## config.mk

```make
export PLATFORM = sky130hd
export DESIGN_NAME = spq_cell
export DESIGN_NICKNAME = d
export VERILOG_FILES = /design/src/hw/rtl/sorted_priority_queue_core_assert.svh /design/src/hw/rtl/spq_pkg.sv /design/src/hw/rtl/spq_cell.sv
export SDC_FILE = /design/constraint.sdc
export NUM_CORES = 1
export LEC_CHECK = 0
export ABC_AREA = 0
export BUFFER_PORTS_ARGS = -buffer_cell sky130_fd_sc_hd__buf_4
export CORE_UTILIZATION = 40
export CTS_BUF_LIST = sky130_fd_sc_hd__clkbuf_2 sky130_fd_sc_hd__clkbuf_4 sky130_fd_sc_hd__clkbuf_8
export DETAILED_ROUTE_END_ITERATION = 6
export GPL_TIMING_DRIVEN = 0
export PLACE_DENSITY = 0.85
export SLEW_MARGIN = 20
export SYNTH_ARGS = -nofsm -noshare
export SYNTH_HDL_FRONTEND = slang
export SYNTH_SLANG_ARGS = --single-unit
```

## constraint.sdc

```tcl
create_clock -name clk_i -period 2.6 [get_ports clk_i]
set_clock_uncertainty 0.05 [all_clocks]
set_input_delay 0.13 -clock clk_i [delete_from_list [all_inputs] [get_ports clk_i]]
set_output_delay 0.13 -clock clk_i [all_outputs]
set_load 0.05 [all_outputs]
```

## src/hw/rtl/sorted_priority_queue_core_assert.svh

```systemverilog
// assertion macros for the sorted priority queue core
// expects clk_i and rst_ni in the scope of use
`ifndef SORTED_PRIORITY_QUEUE_CORE_ASSERT_SVH
`define SORTED_PRIORITY_QUEUE_CORE_ASSERT_SVH

// same-cycle implication
`define SPQ_ASSERT_IMP(lbl, ante, cons, msg) \
  lbl: assert property (@(posedge clk_i) disable iff (!rst_ni) (ante) |-> (cons)) \
    else $error(msg);

// next-cycle implication
`define SPQ_ASSERT_NXT(lbl, ante, cons, msg) \
  lbl: assert property (@(posedge clk_i) disable iff (!rst_ni) (ante) |=> (cons)) \
    else $error(msg);

`endif

```

## src/hw/rtl/spq_pkg.sv

```systemverilog
`timescale 1ns / 1ps
// ----------------------------------------------------------------------------
// spq_pkg
// Types and constants shared by the sorted priority queue cell row.
// ----------------------------------------------------------------------------
package spq_pkg;

  localparam int unsigned PRIO_W = 8;
  localparam int unsigned DATA_W = 32;

  typedef enum logic [1:0] {
    ST_ENQ   = 2'd0,
    ST_FULL  = 2'd1,
    ST_DEQ   = 2'd2,
    ST_EMPTY = 2'd3
  } status_e;

  typedef enum logic {
    KIND_ENQ = 1'b0,
    KIND_DEQ = 1'b1
  } kind_e;

  typedef struct packed {
    logic [PRIO_W-1:0] prio;
    logic [DATA_W-1:0] payload;
  } entry_t;

  // operation broadcast to every cell of the row
  typedef struct packed {
    logic              enq;
    logic              deq;
    logic [PRIO_W-1:0] prio;
    logic [DATA_W-1:0] payload;
  } op_t;

endpackage

```

## src/hw/rtl/spq_cell.sv

```systemverilog
`timescale 1ns / 1ps
// ----------------------------------------------------------------------------
// spq_cell
// One slot of the sorted row: keeps its entry, takes the new one, or takes
// a neighbor's entry as the row shifts on insert or removal.
// ----------------------------------------------------------------------------
module spq_cell (
  input  logic           clk_i,
  input  spq_pkg::op_t   op_i,
  input  logic           occupied_i,
  input  logic           left_ge_i,
  input  spq_pkg::entry_t left_i,
  input  spq_pkg::entry_t right_i,
  output logic           ge_o,
  output spq_pkg::entry_t ent_o
);
  import spq_pkg::*;

  entry_t ent_q, ent_d;

  // new entry goes behind this one
  assign ge_o = occupied_i && (ent_q.prio >= op_i.prio);

  always_comb begin
    ent_d = ent_q;
    if (op_i.enq && !ge_o) begin
      if (left_ge_i) begin
        ent_d.prio    = op_i.prio;
        ent_d.payload = op_i.payload;
      end else begin
        ent_d = left_i;
      end
    end else if (op_i.deq) begin
      ent_d = right_i;
    end
  end

  always_ff @(posedge clk_i) begin
    ent_q <= ent_d;
  end

  assign ent_o = ent_q;

endmodule

```

==> flow_metrics.py <==
metrics = {
    "run": {
        "drv_cap": 0,
    },
    "pwr": {
        "p_per_area_nw_per_um2": 674,
        "p_sw_share_pct": 38.0,
        "leakagePower_uw": 0.00192,
        "sequentialPowerShare_pct": 34.4,
        "ir_worst_vdd_mv": 0.408,
        "power.switching_uw": 1030,
        "clock_power_share_pct": 14.1,
        "p_comb_share_pct": 51.5,
        "intPower_uw": 1680,
    },
    "placement": {
        "dpl.hpwl_um": 4990,
        "port_buffers": 164,
        "dp_slack_ps": -24.3,
        "place_congestion": 0.753,
        "dp.cells": 402,
    },
    "timing": {
        "setup_viol": 0,
        "setup_slack_ps": 207,
        "slew_viol_final": 0,
        "tightest_slew_ps": 617,
        "finalHoldWorstSlack_ps": 87.8,
        "rsz0062_at_grt": "false",
        "fin_crit_sh_pct": 92.0,
        "period_needed_ps": 2390,
        "hold_viol": 0,
        "fmax_mhz": 418,
        "slew_headroom_pct": 58.9,
    },
    "floorplanning": {
        "fp-row-count": 29,
        "core-area_sq_um": 6310,
        "ios": 166,
        "dieArea_sq_um": 6860,
        "die_h_um": 82.8,
        "die_w_um": 82.8,
        "initial_utilization_pct": 41.4,
    },
    "finish": {
        "antennaDiodeCount": 0,
        "syn2layout_area_growth_pct": 54.1,
        "seqCellArea_sq_um": 1200,
        "largest_reg_flops": 40,
        "fin_nets": 466,
        "layout-drive-gt1-share_pct": 78.4,
        "multi_input_area_sq_um": 1290,
        "final_cell_count_no_fill": 410,
        "nFillCells": 501,
    },
    "grt": {
        "overflow": 0,
        "grt_pass1_wl_um": 9970,
        "antenna_found_initial": 0,
        "grt_max_degree": 21,
        "grt_pass1_vias": 2140,
        "track_usage_pct": 18.4,
    },
    "min_path": {
        "hold_path_class": "in -> reg",
        "hold_path_depth": 2,
    },
    "route": {
        "dr.pass1.iters": 4,
        "drt-vias-per-instance": 4.87,
        "vias": 1996,
        "drtAntennaViolNets": 0,
        "wl_per_cell_um": 15.5,
        "drt_iter0_markers": 21,
        "drc": 0,
        "wl_um": 6360,
    },
    "yosys": {
        "syn_nets": 294,
        "mappedNetlistArea_sq_um": 2610,
        "yosysUniqueCellTypes": 20,
        "ys_ff_latch": 40,
        "syn_area_per_cell_sq_um": 16.2,
        "synth_largest_area_cell": "edfxtp_1",
        "synth_top_area_share_pct": 46.0,
        "syn-instance-count": 161,
        "synth_seq_area_share_pct": 46.0,
        "yosys_warnings": 0,
        "ys_top_cells_by_area": "edfxtp_1 46%, mux2_4 22%, mux2_2 18%",
    },
    "worst_setup_path": {
        "r2r_cells": 7,
        "cp_max_fo": 20,
        "worstPathArrival_ps": 2300,
        "path_delay_family": "compound AO/OA/AOI/OAI gates",
        "cp-end-kind": "register",
        "cp.depth": 7,
        "critPathMaxStageDelay_ps": 420,
        "crit_path_start_kind": "register",
        "cp_slowest_cell": "edfxtp_1",
        "critPathBufInv": 1,
        "critPathKind": "reg -> reg",
        "cp_cell_sequence": "ha_1 -> a211o_1 -> a21oi_4 -> o2111ai_2 -> nand2_4 -> buf_12 -> or2_4",
        "worstPathRequired_ps": 2510,
    },
    "clocking": {
        "cts_tree": "done",
        "cts_htree_levels": 2,
        "clk_latency_ps": 290,
        "clockBufferDepth": 2,
        "cts_buffers": 5,
        "clk_pin_slew_ps": 80,
        "cts_sinks": 40,
        "hold_buffers": 0,
        "clockRootBuffer": "clkbuf_8",
    },
    "outcome": {
        "status": "finished clean",
    },
}
==> area by class of cell <==
class | count | area share, %
Inverter | 10 | 0.932
Tap cell | 77 | 2.39
Clock buffer | 5 | 1.71
Buffer | 8 | 2.36
Clock inverter | 2 | 0.186
Sequential cell | 40 | 29.8
Multi-Input combinational cell | 104 | 32.0
Timing Repair Buffer | 164 | 30.6
==> cells in the final DEF, fill, tap and decap left out, types with 2 or more instances in the layout <==
cell,instances
a211oi_2,2
o21ai_0,2
clkbuf_8,5
inv_1,10
or2_4,2
edfxtp_1,40
clkbuf_1,4
mux2_2,41
buf_4,164
clkinv_1,2
mux2_4,39
buf_12,4
ha_1,8
==> logic make-up after synthesis <==
kind of cell	after synthesis	synth area share, %
flops	40	46.0
mux	80	40.1
buf+inv	18	5.07
simple gates	5	1.39
fa+ha+maj	8	3.83
compound gates	10	3.69
==> worst reg2reg max path: cells and delay by family, from the launching register on <==
kind | cells | cell delay [ps]
AOI/OAI and AO/OA | 3 | 600
adders and majority gates | 1 | 310
buffers and inverters | 1 | 170
DFF | 1 | 420
and+or+nand+nor | 2 | 500
==> synth_stat cells (all sizes together) <==
| master | instances |
|---|---|
| mux2 | 80 |
| edfxtp | 40 |
| inv | 10 |
| ha | 8 |
| buf | 4 |
| clkbuf | 4 |
| o21ai | 3 |
| a211oi | 2 |
| a21oi | 2 |
| a211o | 1 |
| and4 | 1 |
| nand2 | 1 |
| nand2b | 1 |
| nor2 | 1 |
| o2111ai | 1 |
| o21a | 1 |
| or2 | 1 |
==> stage by stage <==
| stage | instance area, sq um | total power, uW | util [%] | TNS [ps] |
|---|---|---|---|---|
| global route | 4030 | 2820 | 63.8 | 0 |
| detailed placement | 3940 | 2350 | 62.5 | -889 |
| global placement | 3940 | 2330 | 62.5 | -850 |
| floorplan | 2620 | 1920 | - | -1720 |
| CTS | 4030 | 2750 | 63.8 | 0 |
| finish | 4030 | 2710 | 63.8 | 0 |
==> path summary, 6_finish.rpt <==
| path | to | slack [ps] | start |
|---|---|---|---|
| worst max-delay path | ent_o[3]$_DFFE_PP_ | 210 | ent_o[37]$_DFFE_PP_ |
| worst min-delay path | ent_o[31]$_DFFE_PP_ | 90 | right_i[31] |
| worst max register to register | ent_o[3]$_DFFE_PP_ | 210 | ent_o[37]$_DFFE_PP_ |
| worst min register to register | ent_o[39]$_DFFE_PP_ | 1110 | ent_o[35]$_DFFE_PP_ |
==> power by group through the flow <==
stage	clock network (uW)	registers, uW	logic (uW)
2_1_floorplan	0	1410	510
3_3_place_gp	0	941	1390
3_5_place_dp	0	949	1410
4_1_cts	397	936	1410
5_1_grt	413	949	1460
6_report	382	933	1400
==> per-layer routing <==
metal | GRT usage (%) | vias to the layer above | wire [um]
met5 | 0 | - | 0
met4 | 4.70 | 0 | 74
met3 | 5.17 | 8 | 488
met2 | 36.1 | 96 | 3570
met1 | 18.7 | 938 | 2230
li1 | - | 954 | -
==> what timing repair did <==
action                                 4_1_cts  5_1_grt
pin swaps                                    1        0
setup buffers                                0        0
cloned                                       1        0
setup endpoints to repair                   40       20
endpoints found under the hold margin        0        0
resized for setup                            0        1
Note: power is estimated with default switching activity, not from simulation.
